## src/design/ccs_pkg.sv

```systemverilog
// ----------------------------------------------------------------------------
// ccs_pkg
// Shared types and constants for the antialiased circle coverage shader.
// ----------------------------------------------------------------------------
package ccs_pkg;

	// Fixed widths of the register file and derived lengths
	localparam int CEN_W      = 20;  // centre in Q.8
	localparam int LEN_W      = 22;  // radii in Q.8
	localparam int LIM_W      = 13;  // box limits in whole pixels
	localparam int COL_W      = 32;  // RGBA
	localparam int CFG_IDX_W  = 3;
	localparam int CFG_DATA_W = 32;
	localparam int COV_W      = 9;   // coverage 0..256

	// Register indexes
	localparam logic [CFG_IDX_W-1:0] REG_CENTER_X     = 3'd0;
	localparam logic [CFG_IDX_W-1:0] REG_CENTER_Y     = 3'd1;
	localparam logic [CFG_IDX_W-1:0] REG_RADIUS       = 3'd2;
	localparam logic [CFG_IDX_W-1:0] REG_STROKE_WIDTH = 3'd3;
	localparam logic [CFG_IDX_W-1:0] REG_FILL_COLOR   = 3'd4;
	localparam logic [CFG_IDX_W-1:0] REG_STROKE_COLOR = 3'd5;
	localparam logic [CFG_IDX_W-1:0] REG_FRAME_WIDTH  = 3'd6;
	localparam logic [CFG_IDX_W-1:0] REG_FRAME_HEIGHT = 3'd7;

	// Circle set-up as seen by the pipeline
	typedef struct packed {
		logic [CEN_W-1:0] cx;
		logic [CEN_W-1:0] cy;
		logic [LIM_W-1:0] x_lo;
		logic [LIM_W-1:0] x_hi;
		logic [LIM_W-1:0] y_lo;
		logic [LIM_W-1:0] y_hi;
		logic [LEN_W-1:0] inner;
		logic [LEN_W-1:0] inner1;
		logic [LEN_W-1:0] outer;
		logic [LEN_W-1:0] outer1;
		logic [COL_W-1:0] fill;
		logic [COL_W-1:0] stroke;
		logic             stroke_zero;
	} ccs_cfg_t;

endpackage

```

## src/design/ccs_sqrt.sv

```systemverilog
// ----------------------------------------------------------------------------
// ccs_sqrt
// Pipelined integer square root, one result bit per stage.
// ----------------------------------------------------------------------------
module ccs_sqrt #(
	parameter int IW = 42,
	parameter int TW = 24
) (
	input  logic            clk,
	input  logic            arst_n,
	input  logic            adv,
	input  logic            in_valid,
	input  logic [IW-1:0]   in_val,
	input  logic [TW-1:0]   in_tag,
	output logic            out_valid,
	output logic [IW/2-1:0] out_root,
	output logic [TW-1:0]   out_tag
);
	import ccs_pkg::*;

	localparam int NST = IW / 2;
	localparam int RW  = NST + 3;

	logic            v_s    [1:NST];
	logic [RW-1:0]   rem_s  [1:NST];
	logic [NST-1:0]  root_s [1:NST];
	logic [IW-1:0]   val_s  [1:NST];
	logic [TW-1:0]   tag_s  [1:NST];

	genvar i;
	generate
		for (i = 0; i < NST; i++) begin : g_st
			logic           p_v;
			logic [RW-1:0]  p_rem;
			logic [NST-1:0] p_root;
			logic [IW-1:0]  p_val;
			logic [TW-1:0]  p_tag;
			logic [RW-1:0]  rem_sh, trial;
			logic           ge;

			if (i == 0) begin : g_first
				assign p_v    = in_valid;
				assign p_rem  = '0;
				assign p_root = '0;
				assign p_val  = in_val;
				assign p_tag  = in_tag;
			end else begin : g_next
				assign p_v    = v_s[i];
				assign p_rem  = rem_s[i];
				assign p_root = root_s[i];
				assign p_val  = val_s[i];
				assign p_tag  = tag_s[i];
			end

			// Bring down two bits and try the next root bit
			assign rem_sh = {p_rem[RW-3:0], p_val[IW-1:IW-2]};
			assign trial  = {1'b0, p_root, 2'b01};
			assign ge     = (rem_sh >= trial);

			always_ff @(posedge clk or negedge arst_n) begin
				if (!arst_n) begin
					v_s[i+1] <= 1'b0;
				end else if (adv) begin
					v_s[i+1] <= p_v;
				end
			end

			always_ff @(posedge clk) begin
				if (adv) begin
					rem_s[i+1]  <= ge ? (rem_sh - trial) : rem_sh;
					root_s[i+1] <= {p_root[NST-2:0], ge};
					val_s[i+1]  <= {p_val[IW-3:0], 2'b00};
					tag_s[i+1]  <= p_tag;
				end
			end
		end
	endgenerate

	assign out_valid = v_s[NST];
	assign out_root  = root_s[NST];
	assign out_tag   = tag_s[NST];

endmodule

```

## config.mk

```make
export PLATFORM = sky130hd
export DESIGN_NAME = ccs_sqrt
export DESIGN_NICKNAME = d
export VERILOG_FILES = /design/src/design/ccs_pkg.sv /design/src/design/ccs_sqrt.sv
export SDC_FILE = /design/constraint.sdc
export NUM_CORES = 2
export LEC_CHECK = 0
export BUFFER_PORTS_ARGS = -buffer_cell sky130_fd_sc_hd__clkbuf_2
export CAP_MARGIN = 0
export CORE_ASPECT_RATIO = 0.9
export CORE_MARGIN = 8
export CORE_UTILIZATION = 57
export DETAILED_ROUTE_END_ITERATION = 7
export PLACE_DENSITY = 0.79
export SETUP_SLACK_MARGIN = 0.02
export SYNTH_ARGS = -nofsm -noshare
export SYNTH_HDL_FRONTEND = slang
export SYNTH_SLANG_ARGS = --single-unit
```

## constraint.sdc

```tcl
create_clock -name clk -period 3 [get_ports clk]
set_input_delay 0.3 -clock clk [delete_from_list [all_inputs] [get_ports clk]]
set_output_delay 0.3 -clock clk [all_outputs]
set_load 0.05 [all_outputs]
```

==> out/metrics.csv <==
stage,metric,value,unit
worst_setup_path,cp.arrival,3.51,ns
worst_hold_path,hold_start,in_val[21],
worst_setup_path,required,3.53,ns
global_routing,grt_max_degree,110,
layout,final_common_cell,edfxtp_1,
power_and_ir_drop,total_power,0.0555,W
placed_design,dp_cells,5960,
synth,yosysSeqAreaShare,73.3,%
floorplan,ios,116,
clock_tree,clkSinkCount,1588,
worst_setup_path,worstSetupStartpoint,rem_s[0][128]$_DFFE_PP_,
synth,avgSynthCellArea,15.3,sq um
power_and_ir_drop,combinationalPowerShare,14.2,%
sta,grt_setup_unrepaired,true,
synth,syn-num-nets,4573,
power_and_ir_drop,power.density,738,nW/um^2
global_routing,grt_usage,17.4,%
floorplan,start_util,57.5,%
sta,setup_ws,0.0265,ns
routing,drtPass1Iterations,5,
layout,area_growth,15.9,%
synth,synth_cell_type_count,83,
power_and_ir_drop,internal_power,0.0418,W
clock_tree,root_buffer,clkbuf_16,
global_routing,grt_overflow,0,
routing,drc,0,
flow_run,maxCapViolCount,0,
routing,drt-total-wl,110000,microns
synth,synth_cells,4250,
sta,setup_tns,0,ns
placed_design,gp_congestion,0.900,
clock_tree,insertion_delay,0.78,ns
power_and_ir_drop,p_clk_share,34.7,%
power_and_ir_drop,sw_frac_of_total,24.6,%
clock_tree,cts_tree,built,
global_routing,grt_pass1_wl,176000,microns
global_routing,antenna_found_initial,0,
clock_tree,cts.clk_slew.worst_paths,0.06,ns
sta,drv_slew,0,
sta,finalCriticalPeriod,2.97,ns
worst_setup_path,crit_fanout,7,
power_and_ir_drop,power.switching,0.0137,W
sta,timing.fmax,0.336,GHz
worst_setup_path,critPathMaxStageDelay,0.57,ns
synth,ys.warnings.count,0,
worst_setup_path,r2r_end,rem_s[0][150]$_DFFE_PP_,
worst_setup_path,worst_path_max_delay_cell,or4_4,
worst_setup_path,crit_path_end_kind,register,
worst_hold_path,hold_end,val_s[0][61]$_DFFE_PP_,
floorplan,rows,117,
layout,fillers,7521,
floorplan,die_h,336,microns
worst_setup_path,reg2reg_from,rem_s[0][128]$_DFFE_PP_,
power_and_ir_drop,peakVddDrop,0.633,mV
floorplan,core_area,113000,sq um
clock_tree,cts_buffers,156,
layout,finalNetCount,5044,
synth,ys_ff_latch,1588,
sta,maxSlewHeadroom,33.1,%
worst_setup_path,r2r_setup_slack,0.03,ns
synth,synth_edf_count,1567,
power_and_ir_drop,pwr-share-seq,51.1,%
sta,worstMarginPinSlew,0.995,ns
floorplan,die-area,125000,sq um
worst_setup_path,crit_buf_inv,1,
worst_setup_path,startpoint_type,register,
placed_design,dp_slack,-0.0801,ns
sta,setup_viol,0,
routing,via_per_inst,5.55,
sta,clock_skew,0.0233,ns
power_and_ir_drop,p_leak,28.3,nW
layout,final_cell_mix,"1567 x edfxtp_1, 322 x inv_1, 243 x ha_1",
synth,async_reset_ff_share,1.32,%
layout,diodes,0,
worst_setup_path,cp_cell_sequence,or4_4 -> nor4_4 -> or4b_4 -> nor3_4 -> nand3_2 -> or3_4 -> buf_8 -> o21a_1,
floorplan,die_w,372,microns
worst_setup_path,reg2regPathDepth,8,
synth,synth_top_area_share,72.5,%
clock_tree,htreeDepth,4,
outcome,status,finished clean,
clock_tree,cts_buffer_depth,3,
routing,drt_iter0_markers,2687,
sta,fin_crit_sh,99.1,%
placed_design,hpwl,70800,microns
sta,worst_hold_slack,0.239,ns
layout,finalNonFillerCells,6334,
routing,detail-route-antenna-nets,0,
placed_design,portBuffers,115,
layout,layout-drive-gt1-share,15.1,%
worst_hold_path,min_path_cells,2,
synth,yosys.area.top_type,edfxtp_1,
routing,avgRoutedWirePerCell,17.3,microns
sta,finalHoldViolations,0,
synth,synthTopCellsByArea,"edfxtp_1 72%, ha_1 4.9%, xnor2_1 2.2%",
worst_setup_path,path_class,reg2reg,
routing,vias,35100,
synth,netlist_area,64900,sq um
worst_hold_path,hold_path.class,in2reg,
synth,ys.flop_type,edfxtp_1,
worst_setup_path,crit_family,simple AND/OR/NAND/NOR gates,
global_routing,grt_pass1_vias,35100,
[cell type report]
cell class                      instances  area [sq um]  share of cell area (%)
Sequential cell                      1588         47600                    63.2
Multi-Input combinational cell       2276         16400                    21.8
Clock buffer                          190          4130                    5.48
Timing Repair Buffer                  372          3050                    4.05
Tap cell                             1487          1860                    2.47
Inverter                              327          1230                    1.63
Clock inverter                         94           987                    1.31
[power groups by stage]
stage / Combinational [W] / Clock, W / Sequential, W
global placement: 0.00723 / 0 / 0.0287
CTS: 0.00763 / 0.0198 / 0.0284
floorplan: 0.00519 / 0 / 0.0285
finish: 0.00786 / 0.0193 / 0.0284
detailed placement: 0.00745 / 0 / 0.0288
global route: 0.00875 / 0.0206 / 0.0286
[routing by layer]
layer / GRT usage [%] / part of all wire (%) / vias up
met5: 0 / 0 / -
met3: 3.28 / 5.3 / 253
met1: 22.3 / 42 / 16900
met4: 6.65 / 3.1 / 0
met2: 29.6 / 49 / 1001
li1: - / - / 17000
[worst max path at each step]
stage,end,slack (ns),depth (start not counted)
after floorplan,rem_s[0][204]$_DFFE_PP_,0.02,9
after global placement,rem_s[0][113]$_DFFE_PP_,-0.03,9
after detailed placement,rem_s[0][212]$_DFFE_PP_,-0.08,9
after CTS,rem_s[0][357]$_DFFE_PP_,0.01,10
after global routing,rem_s[0][150]$_DFFE_PP_,-0.07,8
final,rem_s[0][150]$_DFFE_PP_,0.03,8
[cell usage after synthesis (62+ instances only)]
library cell  instances
ha_1                253
mux2_2               68
xor2_1              142
a21oi_1             184
a21o_1               67
xnor2_1             161
nor3_1               97
nand3_1              72
nand2_1             218
inv_1               323
edfxtp_1           1567
o21a_1               62
o21ai_0             194
nor2_1              205
[stage by stage]
| stage | area, sq um | util (%) |
|---|---|---|
| floorplan | 64900 | - |
| global placement | 68700 | 60.8 |
| detailed placement | 68700 | 60.8 |
| CTS | 74600 | 66.0 |
| global route | 75200 | 66.6 |
| finish | 75200 | 66.6 |
[kinds of logic (layout without fill, tap and decap cells)]
| family | Yosys count | after routing | synth area share, % |
|---|---|---|---|
| compound gates | 713 | 713 | 6.95 |
| xor+xnor | 303 | 303 | 4.09 |
| fa+ha+maj | 253 | 253 | 4.88 |
| buf+inv | 386 | 983 | 2.26 |
| flops | 1588 | 1588 | 73.3 |
| mux | 78 | 78 | 1.33 |
| other cells | 1 | 1 | 0.00578 |
| simple gates | 928 | 928 | 7.22 |
[state kept, by name (all words and copies together), names as in the netlist]
name,flops
out_valid,1
g_st.p_v,20
val_s,420
root_s,231
tag_s,504
rem_s,412
[timing repair]
item	CTS	global route
buffers inserted	1	16
endpoints found under the hold margin	113	0
pin swaps	1	21
setup endpoints to repair	27	223
hold buffers	71	0
gates resized for setup	10	116
gates cloned	0	2
(Power assumes the default switching activity.)
