File: config.mk
export PLATFORM = sky130hd
export DESIGN_NAME = ccs_regs
export DESIGN_NICKNAME = d
export VERILOG_FILES = /design/src/design/ccs_pkg.sv /design/src/design/ccs_regs.sv
export SDC_FILE = /design/constraint.sdc
export NUM_CORES = 1
export LEC_CHECK = 0
export ABC_CLOCK_PERIOD_IN_PS = 7000
export BUFFER_PORTS_ARGS = -buffer_cell sky130_fd_sc_hd__buf_4
export CORE_ASPECT_RATIO = 0.7
export CORE_UTILIZATION = 48
export DETAILED_ROUTE_END_ITERATION = 8
export PLACE_DENSITY = 0.7
export RECOVER_POWER = 50
export SYNTH_ARGS = -nofsm -noshare
export SYNTH_HDL_FRONTEND = slang
export SYNTH_SLANG_ARGS = --single-unit
File: constraint.sdc
create_clock -name clk -period 7 [get_ports clk]
set_clock_uncertainty 0.2 [all_clocks]
set_input_delay 0.35 -clock clk [delete_from_list [all_inputs] [get_ports clk]]
set_output_delay 0.35 -clock clk [all_outputs]
set_load 0.05 [all_outputs]
File: src/design/ccs_pkg.sv
// ----------------------------------------------------------------------------
// ccs_pkg
// Shared types and constants for the antialiased circle coverage shader.
// ----------------------------------------------------------------------------
package ccs_pkg;

	// Fixed widths of the register file and derived lengths
	localparam int CEN_W      = 20;  // centre in Q.8
	localparam int LEN_W      = 22;  // radii in Q.8
	localparam int LIM_W      = 13;  // box limits in whole pixels
	localparam int COL_W      = 32;  // RGBA
	localparam int CFG_IDX_W  = 3;
	localparam int CFG_DATA_W = 32;
	localparam int COV_W      = 9;   // coverage 0..256

	// Register indexes
	localparam logic [CFG_IDX_W-1:0] REG_CENTER_X     = 3'd0;
	localparam logic [CFG_IDX_W-1:0] REG_CENTER_Y     = 3'd1;
	localparam logic [CFG_IDX_W-1:0] REG_RADIUS       = 3'd2;
	localparam logic [CFG_IDX_W-1:0] REG_STROKE_WIDTH = 3'd3;
	localparam logic [CFG_IDX_W-1:0] REG_FILL_COLOR   = 3'd4;
	localparam logic [CFG_IDX_W-1:0] REG_STROKE_COLOR = 3'd5;
	localparam logic [CFG_IDX_W-1:0] REG_FRAME_WIDTH  = 3'd6;
	localparam logic [CFG_IDX_W-1:0] REG_FRAME_HEIGHT = 3'd7;

	// Circle set-up as seen by the pipeline
	typedef struct packed {
		logic [CEN_W-1:0] cx;
		logic [CEN_W-1:0] cy;
		logic [LIM_W-1:0] x_lo;
		logic [LIM_W-1:0] x_hi;
		logic [LIM_W-1:0] y_lo;
		logic [LIM_W-1:0] y_hi;
		logic [LEN_W-1:0] inner;
		logic [LEN_W-1:0] inner1;
		logic [LEN_W-1:0] outer;
		logic [LEN_W-1:0] outer1;
		logic [COL_W-1:0] fill;
		logic [COL_W-1:0] stroke;
		logic             stroke_zero;
	} ccs_cfg_t;

endpackage

File: src/design/ccs_regs.sv
// ----------------------------------------------------------------------------
// ccs_regs
// Configuration registers and the circle set-up derived from them.
// ----------------------------------------------------------------------------
module ccs_regs (
	input  logic                           clk,
	input  logic                           arst_n,
	input  logic                           wr_en,
	input  logic [ccs_pkg::CFG_IDX_W-1:0]  wr_index,
	input  logic [ccs_pkg::CFG_DATA_W-1:0] wr_data,
	output ccs_pkg::ccs_cfg_t              cfg
);
	import ccs_pkg::*;

	logic [15:0]      center_x_q, center_y_q, radius_q, stroke_w_q;
	logic [COL_W-1:0] fill_q, stroke_q;
	logic [12:0]      frame_w_q, frame_h_q;

	logic [19:0]        r_len;
	logic [18:0]        h_len;
	logic [20:0]        rh;
	logic signed [21:0] rmh, rmh1;
	logic [22:0]        lo_x, lo_y;
	logic [21:0]        hi_x, hi_y;
	ccs_cfg_t           cfg_d;

	// Clamp a box edge in Q.8 to whole pixels within 0..limit
	function automatic logic [LIM_W-1:0] box_lim(input logic [22:0] e, input logic [LIM_W-1:0] lim);
		logic [13:0] px;
		begin
			px = e[22] ? 14'd0 : e[21:8];
			box_lim = (px > {1'b0, lim}) ? lim : px[LIM_W-1:0];
		end
	endfunction

	// Write registers
	always_ff @(posedge clk or negedge arst_n) begin
		if (!arst_n) begin
			center_x_q <= '0;
			center_y_q <= '0;
			radius_q   <= '0;
			stroke_w_q <= '0;
			fill_q     <= '0;
			stroke_q   <= '0;
			frame_w_q  <= '0;
			frame_h_q  <= '0;
		end else if (wr_en) begin
			case (wr_index)
				REG_CENTER_X:     center_x_q <= wr_data[15:0];
				REG_CENTER_Y:     center_y_q <= wr_data[15:0];
				REG_RADIUS:       radius_q   <= wr_data[15:0];
				REG_STROKE_WIDTH: stroke_w_q <= wr_data[15:0];
				REG_FILL_COLOR:   fill_q     <= wr_data;
				REG_STROKE_COLOR: stroke_q   <= wr_data;
				REG_FRAME_WIDTH:  frame_w_q  <= wr_data[12:0];
				REG_FRAME_HEIGHT: frame_h_q  <= wr_data[12:0];
				default: ;
			endcase
		end
	end

	// Derive radii and the clamped bounding box
	always_comb begin
		r_len = {radius_q, 4'b0};
		h_len = {stroke_w_q, 3'b0};
		rh    = {1'b0, r_len} + {2'b0, h_len};
		rmh   = $signed({2'b0, r_len}) - $signed({3'b0, h_len});
		rmh1  = rmh + 22'sd256;
		lo_x  = {3'b0, center_x_q, 4'b0} - {2'b0, rh};
		lo_y  = {3'b0, center_y_q, 4'b0} - {2'b0, rh};
		hi_x  = {2'b0, center_x_q, 4'b0} + {1'b0, rh};
		hi_y  = {2'b0, center_y_q, 4'b0} + {1'b0, rh};

		cfg_d.cx          = {center_x_q, 4'b0};
		cfg_d.cy          = {center_y_q, 4'b0};
		cfg_d.x_lo        = box_lim(lo_x, frame_w_q);
		cfg_d.y_lo        = box_lim(lo_y, frame_h_q);
		cfg_d.x_hi        = box_lim({1'b0, hi_x}, frame_w_q);
		cfg_d.y_hi        = box_lim({1'b0, hi_y}, frame_h_q);
		cfg_d.inner       = rmh[21] ? 22'(-rmh) : 22'(rmh);
		cfg_d.inner1      = rmh1[21] ? 22'(-rmh1) : 22'(rmh1);
		cfg_d.outer       = {1'b0, rh};
		cfg_d.outer1      = {1'b0, rh} + 22'd256;
		cfg_d.fill        = fill_q;
		cfg_d.stroke      = stroke_q;
		cfg_d.stroke_zero = (stroke_w_q == 16'd0);
	end

	// Hold the set-up in registers to keep it off the pixel path
	always_ff @(posedge clk) begin
		cfg <= cfg_d;
	end

endmodule

==> key figures, run 1 <==
Yosys
  • Main synth FF type: sky130_fd_sc_hd__dfxtp_1
  • Synthesized flop and latch total: 371
  • Most area-hungry cell type in the Yosys netlist: sky130_fd_sc_hd__dfxtp_1
  • Number of enable-type register cells in the synthesized netlist: 0
  • Yosys Warn Count: 0
  • Sequential fraction of the synthesis area: 0.4788
  • Post-Synthesis Cells: 1552
  • Post-synth ARST share: 0.4151
  • Synth top area cells: sky130_fd_sc_hd__dfxtp_1, sky130_fd_sc_hd__dfrtp_1, sky130_fd_sc_hd__mux2_2, sky130_fd_sc_hd__ha_1, sky130_fd_sc_hd__xnor2_1
  • Summed instance area of the synthesized netlist: 17120 sq um
  • Number of distinct library cells after synthesis: 68
  • Fraction of synthesized cell area taken by the top area cell type: 0.2537
  • Mean area per synthesized cell: 11.03 sq um

Critical path
  • Sort of element at the end of the critical path: flop
  • Type of element launching the critical path: flop
  • Required time at the endpoint of the critical path: 7.23 ns
  • Peak per-stage delay on the critical path: 0.45 ns
  • Number of buffers and inverters on the critical path: 1
  • Critical-path maximum fanout: 13
  • Arrival time at the worst endpoint: 6.80 ns
  • CP delay by family, top: compound AO/OA/AOI/OAI gates
  • Critical Setup Path Class: flop to flop
  • Crit path max-delay cell type: sky130_fd_sc_hd__dfrtp_1

Detailed routing
  • Routed Antenna Nets: 0
  • Count of vias placed by the detailed router: 12670
  • Number of vias per cell: 5.351
  • Remaining DRCs: 0
  • Wire per inst: 20.10 microns
  • Aggregate routed wire length: 47.59 mm
  • Detailed Routing Iterations Pass 1: 5
  • DRC marker count from the first detailed-route iteration: 895

STA
  • Final setup violation count: 0
  • Fin crit period: 6.577 ns
  • Max-slew violation count: 153
  • Tightest hold margin: 0.01784 ns
  • Tcrit/Tclk final: 0.9395
  • Transition at the pin with the smallest max-transition slack: 4.837 ns
  • Number of hold-slack violations in the final timing report: 0
  • RSZ-0062 raised after global routing: false
  • Achievable frequency: 0.1521 GHz
  • Max-slew headroom at the worst pin: -2.224
  • Final setup slack of the worst path: 0.4234 ns

Global route
  • Antenna violations before repair: 4
  • Via count of the first global-routing pass: 12540
  • GRT Util Overall: 0.2579
  • Global-route wire length before repair: 72.79 mm
  • Overall overflow remaining after global route: 0
  • Pin count of the biggest net entering global routing: 87

Finish
  • Most common cell after layout, fill and taps aside: sky130_fd_sc_hd__dfxtp_1
  • Layout cells sized above 1: 0.2402
  • Register cell area after layout: 8198 sq um
  • Area added between synthesis and finish: 21.40%
  • Top library cells by usage in the layout, fill and taps aside: sky130_fd_sc_hd__dfxtp_1, sky130_fd_sc_hd__buf_4, sky130_fd_sc_hd__mux2_2
  • Count of filler cells inserted in the layout: 2988
  • Multi-input logic area: 8302 sq um
  • Nets: 2056

Status
  • Violations in the final reports: capacitance limit, slew limit
  • Status: complete, but fails checks

Placed design
  • Hpwl dp: 35.60 mm
  • Count of port buffers added during placement: 261
  • Weighted congestion at the end of routability-driven global placement: 0.9663
  • Pre-CTS setup slack: -0.04548 ns

Clocking
  • Cell at the root of the clock tree: sky130_fd_sc_hd__clkbuf_16
  • Clock transition at the registers of the reported paths: 0.06 ns
  • Bufs on Longest Clock Path: 3
  • Clock insertion delay at the later pin of the skew report: 0.54 ns
  • Level count of the clock H-tree: 2
  • Number of clock buffers inserted by TritonCTS: 37
  • Clock sink count: 371
  • CTS tree: yes

Die
  • Area of the core region: 34870 sq um
  • Height of the die: 160.0 microns
  • Initial Utilization: 0.4910
  • Die Area: 36440 sq um
  • Standard-cell rows: 57
  • Horizontal die dimension: 227.7 microns
  • I/O pins: 283

Run
  • # Max-Cap Violations: 3

Hold path
  • Kind of path behind the tightest hold check: primary input to flop
[final timing paths]
kind / start / end / slack (ns) / cells after the start
hold / removal: wr_data[10] / center_y_q[10] / 0.02 / 2
setup reg to reg: stroke_w_q[1] / cfg[193] / 0.42 / 27
hold reg to reg: stroke_q[1] / cfg[2] / 0.16 / 0
max in group asynchronous: arst_n / stroke_q[1] / 1.83 / 3
min in group asynchronous: arst_n / stroke_q[25] / 1.90 / 2
setup / recovery: stroke_w_q[1] / cfg[193] / 0.42 / 27
[sequential cells by signal, indices dropped and copies added (netlist names)]
signal      flops
cfg           217
fill_q         32
stroke_q       32
center_x_q     16
center_y_q     16
radius_q       16
stroke_w_q     16
frame_h_q      13
frame_w_q      13
[per-stage QoR]
stage | TNS, ns | util | std cells | area (sq um)
after floorplan | 0 | - | 1578 | 17220
after global placement | 0 | 0.5629 | 2270 | 19630
after detailed placement | -0.4682 | 0.5629 | 2270 | 19630
after CTS | 0 | 0.6056 | 2365 | 21120
after global routing | 0 | 0.5960 | 2366 | 20780
final | 0 | 0.5960 | 2367 | 20790
[synth_stat cells, types with 14 or more instances]
master / number
sky130_fd_sc_hd__o31ai_1: 17
sky130_fd_sc_hd__nor2_1: 108
sky130_fd_sc_hd__clkbuf_1: 34
sky130_fd_sc_hd__buf_4: 28
sky130_fd_sc_hd__inv_1: 109
sky130_fd_sc_hd__ha_1: 151
sky130_fd_sc_hd__nand4_1: 14
sky130_fd_sc_hd__a21oi_1: 73
sky130_fd_sc_hd__xor2_1: 20
sky130_fd_sc_hd__mux2_2: 182
sky130_fd_sc_hd__nand3_1: 21
sky130_fd_sc_hd__nand2_1: 60
sky130_fd_sc_hd__dfxtp_1: 217
sky130_fd_sc_hd__xnor2_1: 97
sky130_fd_sc_hd__nor3_1: 29
sky130_fd_sc_hd__dfrtp_1: 154
sky130_fd_sc_hd__o21ai_0: 31
sky130_fd_sc_hd__nand2b_1: 19
sky130_fd_sc_hd__a21o_1: 24
[cells by family after synthesis]
family	after synthesis	synth area share
AOI/OAI and AO/OA	225	0.08681
xor gates and xnor gates	119	0.06240
adders and majority gates	153	0.1127
buffers and inverters	178	0.04633
DFF	371	0.4788
muxes	184	0.1209
other	1	0.0002190
and+or+nand+nor	321	0.09192
[routing by layer]
metal / up-vias / wire length, microns / track usage
met5: - / 0 / 0
met3: 86 / 4358 / 0.07786
met2: 456 / 19560 / 0.3697
met1: 6171 / 22160 / 0.3669
met4: 0 / 1508 / 0.08937
li1: 5952 / - / -
[layout make-up]
type                            count  area share
Multi-Input combinational cell   1029      0.3994
Sequential cell                   371      0.3944
Timing Repair Buffer              317     0.09968
Clock buffer                       51     0.05050
Tap cell                          472     0.02841
Inverter                          109     0.01968
Clock inverter                     17    0.007825
Antenna cell                        1   0.0001204
[worst reg2reg max path: stages (launching register included)]
cell,delay (ns)
sky130_fd_sc_hd__dfrtp_1,0.45
sky130_fd_sc_hd__ha_1,0.24
sky130_fd_sc_hd__fa_1,0.41
sky130_fd_sc_hd__nand2b_1,0.10
sky130_fd_sc_hd__a21oi_1,0.09
sky130_fd_sc_hd__o21bai_1,0.25
sky130_fd_sc_hd__a21oi_1,0.11
sky130_fd_sc_hd__nor2_1,0.12
sky130_fd_sc_hd__xnor2_1,0.16
sky130_fd_sc_hd__inv_1,0.13
sky130_fd_sc_hd__ha_1,0.44
sky130_fd_sc_hd__nor2_1,0.10
sky130_fd_sc_hd__a311o_1,0.42
sky130_fd_sc_hd__a221oi_1,0.39
sky130_fd_sc_hd__o221ai_1,0.28
sky130_fd_sc_hd__a221o_1,0.38
sky130_fd_sc_hd__nand2_2,0.20
sky130_fd_sc_hd__nor2_1,0.10
sky130_fd_sc_hd__ha_1,0.31
sky130_fd_sc_hd__a21o_1,0.16
sky130_fd_sc_hd__a21o_1,0.17
sky130_fd_sc_hd__a21oi_1,0.13
sky130_fd_sc_hd__nor2b_1,0.05
sky130_fd_sc_hd__o21ai_0,0.14
sky130_fd_sc_hd__nand2b_1,0.10
sky130_fd_sc_hd__a221oi_2,0.38
sky130_fd_sc_hd__a21oi_4,0.15
sky130_fd_sc_hd__mux2_2,0.32
[timing repair]
action / CTS / global route
resized for setup: 1 / 7
endpoints found under the setup margin: 11 / 35
hold buffers: 27 / 0
setup buffers: 0 / 1
hold endpoints to repair: 182 / 0
Power of run 1 is left out: the tool's default activity adds up to more than one toggle a clock period on the data nets, which glitch-free logic cannot reach.
==> run 2: changes to the inputs <==
RECOVER_POWER = 25   (was 50)
==> key figures, run 2 (synthesis gave the netlist of run 1 again) <==
Status
  • Status: complete, but fails checks
  • Violations in the final reports: capacitance limit, slew limit

Clocking
  • Clock transition at the registers of the reported paths: 0.06 ns
  • Bufs on Longest Clock Path: 3
  • Level count of the clock H-tree: 2
  • Cell at the root of the clock tree: sky130_fd_sc_hd__clkbuf_16
  • Clock insertion delay at the later pin of the skew report: 0.55 ns
  • CTS tree: yes
  • Number of clock buffers inserted by TritonCTS: 37
  • Clock sink count: 371

STA
  • Max-slew violation count: 153
  • Achievable frequency: 0.1522 GHz
  • Setup Total Neg Slack: 0 ns
  • Final setup slack of the worst path: 0.4281 ns
  • RSZ-0062 raised after global routing: false
  • Max-slew headroom at the worst pin: -2.232
  • Number of hold-slack violations in the final timing report: 0
  • Final setup violation count: 0
  • Tcrit/Tclk final: 0.9388
  • Transition at the pin with the smallest max-transition slack: 4.848 ns
  • Fin crit period: 6.572 ns

Finish
  • Nets: 2056
  • Most common cell after layout, fill and taps aside: sky130_fd_sc_hd__buf_4
  • Area added between synthesis and finish: 23.51%
  • Top library cells by usage in the layout, fill and taps aside: sky130_fd_sc_hd__buf_4, sky130_fd_sc_hd__dfxtp_1, sky130_fd_sc_hd__mux2_2
  • Largest reg by FF count: cfg
  • Largest regs: cfg: 217 flops, fill_q: 32 flops, stroke_q: 32 flops
  • Max reg flops: 217
  • Count of filler cells inserted in the layout: 2889
  • Layout cells sized above 1: 0.2914
  • Final instance area: 21150 sq um
  • Core utilization of the finished layout: 0.6064

Critical path
  • Type of element launching the critical path: flop
  • Start point of the critical path: stroke_w_q[1]
  • Critical-path maximum fanout: 13
  • Peak per-stage delay on the critical path: 0.45 ns
  • Launching point of the worst reg2reg path: stroke_w_q[1]
  • FF-to-FF setup slack: 0.43 ns
  • Sort of element at the end of the critical path: flop
  • Arrival time at the worst endpoint: 6.80 ns
  • CP delay by family, top: compound AO/OA/AOI/OAI gates
  • Required time at the endpoint of the critical path: 7.23 ns
  • Number of buffers and inverters on the critical path: 1
  • Critical Setup Path Class: flop to flop
  • R2R Path End: cfg[193]
  • R2R depth: 27
  • Crit path max-delay cell type: sky130_fd_sc_hd__dfrtp_1

Detailed routing
  • Remaining DRCs: 0
  • Routed Antenna Nets: 0
  • Detailed Routing Iterations Pass 1: 5
  • Number of vias per cell: 5.358
  • Count of vias placed by the detailed router: 12680
  • Wire per inst: 20.08 microns
  • DRC marker count from the first detailed-route iteration: 895
  • Aggregate routed wire length: 47.52 mm

Die
  • I/O pins: 283
  • Standard-cell rows: 57
  • Height of the die: 160.0 microns
  • Die Area: 36440 sq um
  • Horizontal die dimension: 227.7 microns
  • Initial Utilization: 0.4910
  • Area of the core region: 34870 sq um

Global route
  • GRT Util Overall: 0.2579
  • Via count of the first global-routing pass: 12540
  • Global-route wire length before repair: 72.79 mm
  • Pin count of the biggest net entering global routing: 87
  • Antenna violations before repair: 4
  • Overall overflow remaining after global route: 0

Placed design
  • Weighted congestion at the end of routability-driven global placement: 0.9663
  • Placed standard-cell area: 19630 sq um
  • Hpwl dp: 35.60 mm
  • Count of port buffers added during placement: 261
  • Pre-CTS setup slack: -0.04548 ns

Run
  • # Max-Cap Violations: 3

Hold path
  • Worst Min Path Start: wr_data[10]
  • Instance count along the most critical hold path: 2
  • Worst Hold End: frame_w_q[10]
  • Kind of path behind the tightest hold check: primary input to flop
## run 2: through the flow
stage	hold slack, ns	cells
after floorplan	-0.1456	1578
after global placement	0.1457	2270
after detailed placement	0.1499	2270
after CTS	0.0009295	2365
after global routing	0.01422	2366
final	0.01559	2367
## run 2: area by class of cell
class	count	area, sq um	area share
multi-input combinational	1029	8307	0.3928
sequential	371	8198	0.3876
timing repair buffer	317	2429	0.1148
clock buffer	51	1050	0.04964
tap	472	590.6	0.02793
inverter	109	409.1	0.01935
clock inverter	17	162.7	0.007691
antenna	1	2.502	0.0001183
## run 2: worst max-delay path by stage
stage	to	slack, ns	cells after the start
6_report	cfg[193]	0.43	27
4_1_cts	cfg[171]	0.13	28
2_1_floorplan	cfg[196]	0.58	29
5_1_grt	cfg[193]	0.09	27
3_5_place_dp	cfg[202]	-0.05	27
3_3_place_gp	cfg[195]	0.16	27
## run 2: timing repair
item                                   in CTS  in global routing
setup endpoints to repair                  11                 35
setup buffers                               0                  1
endpoints found under the hold margin     182                  0
hold buffers                               27                  0
resized for setup                           1                  7
## run 2: layer usage
metal | up-vias | wire length [microns] | GRT usage
met5 | - | 0 | 0
met4 | 0 | 1428 | 0.08937
met3 | 76 | 4242 | 0.07786
met2 | 461 | 19680 | 0.3697
met1 | 6181 | 22170 | 0.3669
li1 | 5965 | - | -
Power of run 2 is left out for the same reason.
==> run 3: changes to the inputs <==
ABC_CLOCK_PERIOD_IN_PS = 8500   (was 7000)
clock period = 8.5 ns   (was 7 ns; I/O delays follow)
==> key figures, run 3 (synthesis gave the netlist of run 1 again) <==
STA
  • Final setup violation count: 0
  • Transition at the pin with the smallest max-transition slack: 4.654 ns
  • Max-slew headroom at the worst pin: -2.103
  • Setup Total Neg Slack: 0 ns
  • Fin crit period: 7.562 ns
  • Tcrit/Tclk final: 0.8897
  • Max-slew violation count: 149
  • Number of hold-slack violations in the final timing report: 0
  • Achievable frequency: 0.1322 GHz
  • RSZ-0062 raised after global routing: false

Clocking
  • Clock insertion delay at the later pin of the skew report: 0.55 ns
  • Quantity of hold-fixing buffers added after cts: 19
  • Clock transition at the registers of the reported paths: 0.07 ns
  • Level count of the clock H-tree: 2
  • Cell at the root of the clock tree: sky130_fd_sc_hd__clkbuf_16
  • Clock sink count: 371
  • Bufs on Longest Clock Path: 3
  • Gates resized, CTS repair: 0
  • Setup Fix Bufs, Post-CTS: 0
  • Number of clock buffers inserted by TritonCTS: 37
  • CTS tree: yes

Hold path
  • Kind of path behind the tightest hold check: primary input to flop

Die
  • Standard-cell rows: 57
  • Area of the core region: 34870 sq um
  • Initial Utilization: 0.4910
  • I/O pins: 283
  • Horizontal die dimension: 227.7 microns
  • Height of the die: 160.0 microns
  • Die Area: 36440 sq um

Finish
  • Max reg flops: 217
  • Register cell area after layout: 8198 sq um
  • Multi-input logic area: 8257 sq um
  • Nets: 2032
  • Largest regs: cfg: 217 flops, fill_q: 32 flops, stroke_q: 32 flops
  • Largest reg by FF count: cfg
  • Area added between synthesis and finish: 22.53%
  • Top library cells by usage in the layout, fill and taps aside: sky130_fd_sc_hd__buf_4, sky130_fd_sc_hd__dfxtp_1, sky130_fd_sc_hd__mux2_2
  • Layout cells sized above 1: 0.2837
  • Count of filler cells inserted in the layout: 2806
  • Most common cell after layout, fill and taps aside: sky130_fd_sc_hd__buf_4

Critical path
  • R2R depth: 27
  • Arrival time at the worst endpoint: 7.80 ns
  • Critical path destination: cfg[197]
  • Critical-path maximum fanout: 13
  • Start point of the critical path: stroke_w_q[3]
  • Required time at the endpoint of the critical path: 8.74 ns
  • Type of element launching the critical path: flop
  • Critical Setup Path Class: flop to flop
  • R2R Path End: cfg[197]
  • FF-to-FF setup slack: 0.94 ns
  • Sort of element at the end of the critical path: flop
  • Launching point of the worst reg2reg path: stroke_w_q[3]

Placed design
  • Hpwl dp: 35.56 mm
  • Count of port buffers added during placement: 261
  • Weighted congestion at the end of routability-driven global placement: 0.9450

Detailed routing
  • Detailed Routing Iterations Pass 1: 5
  • Aggregate routed wire length: 47.16 mm
  • DRC marker count from the first detailed-route iteration: 897
  • Remaining DRCs: 0
  • Routed Antenna Nets: 0
  • Number of vias per cell: 5.383
  • Count of vias placed by the detailed router: 12610
  • Wire per inst: 20.14 microns

Status
  • Violations in the final reports: capacitance limit, slew limit
  • Status: complete, but fails checks

Global route
  • Via count of the first global-routing pass: 12460
  • Overall overflow remaining after global route: 0
  • GRT Util Overall: 0.2562
  • Antenna violations before repair: 6
  • Global-route wire length before repair: 72.59 mm
  • Pin count of the biggest net entering global routing: 83

Run
  • # Max-Cap Violations: 3
[run 3: critical path: stages, from the launching register on]
cell                       delay, ns
sky130_fd_sc_hd__dfrtp_1        0.41
sky130_fd_sc_hd__inv_1          0.06
sky130_fd_sc_hd__ha_1           0.38
sky130_fd_sc_hd__nand2b_1       0.18
sky130_fd_sc_hd__a21oi_1        0.26
sky130_fd_sc_hd__o21bai_1       0.15
sky130_fd_sc_hd__a21oi_1        0.16
sky130_fd_sc_hd__nor2_1         0.06
sky130_fd_sc_hd__xnor2_1        0.44
sky130_fd_sc_hd__inv_1          0.17
sky130_fd_sc_hd__ha_1           0.45
sky130_fd_sc_hd__nor2_1         0.08
sky130_fd_sc_hd__a311o_1        0.40
sky130_fd_sc_hd__a221oi_1       0.61
sky130_fd_sc_hd__o221ai_1       0.34
sky130_fd_sc_hd__a221o_1        0.37
sky130_fd_sc_hd__nand2_1        0.28
sky130_fd_sc_hd__nor2_1         0.13
sky130_fd_sc_hd__ha_1           0.32
sky130_fd_sc_hd__a21o_1         0.11
sky130_fd_sc_hd__a21o_1         0.11
sky130_fd_sc_hd__a21oi_1        0.06
sky130_fd_sc_hd__nor2b_1        0.09
sky130_fd_sc_hd__o21ai_0        0.08
sky130_fd_sc_hd__nand2b_1       0.08
sky130_fd_sc_hd__a221oi_1       0.10
sky130_fd_sc_hd__a21oi_1        0.92
sky130_fd_sc_hd__mux2_2         0.43
[run 3: cell type report]
cell class                      count  area share
Sequential cell                   371      0.3907
Multi-Input combinational cell   1029      0.3935
Antenna cell                        2   0.0002385
Timing Repair Buffer              293      0.1062
Inverter                          109     0.01950
Clock buffer                       47     0.04884
Clock inverter                     19     0.01276
Tap cell                          472     0.02815
[run 3: metrics by stage]
step | std cells | area (sq um) | hold WS, ns | setup WS, ns | util
2_1_floorplan | 1578 | 17220 | -0.07059 | 2.076 | -
3_3_place_gp | 2255 | 19520 | 0.1469 | 1.371 | 0.5597
3_5_place_dp | 2255 | 19520 | 0.1491 | 1.042 | 0.5597
4_1_cts | 2340 | 21000 | 0.0009100 | 1.014 | 0.6022
5_1_grt | 2340 | 20980 | 0.0005400 | 0.3544 | 0.6014
6_report | 2342 | 20980 | 0.01534 | 0.9377 | 0.6016
[run 3: how the worst min path moves through the flow]
stage,cells past startpoint,from,to
detailed placement,0,stroke_q[12],cfg[13]
CTS,2,wr_data[13],center_x_q[13]
finish,2,wr_data[13],center_x_q[13]
global route,2,wr_data[13],fill_q[13]
floorplan,0,arst_n,center_x_q[0]
global placement,0,stroke_q[2],cfg[3]
[run 3: layer usage]
metal  routed length [microns]  part of all wire  global-route usage
met2                     19460              0.41              0.3623
met1                     22190              0.47              0.3778
met4                      1323             0.028             0.08323
met5                         0                 0                   0
met3                      4186             0.089             0.06696
Power of run 3 is left out for the same reason.
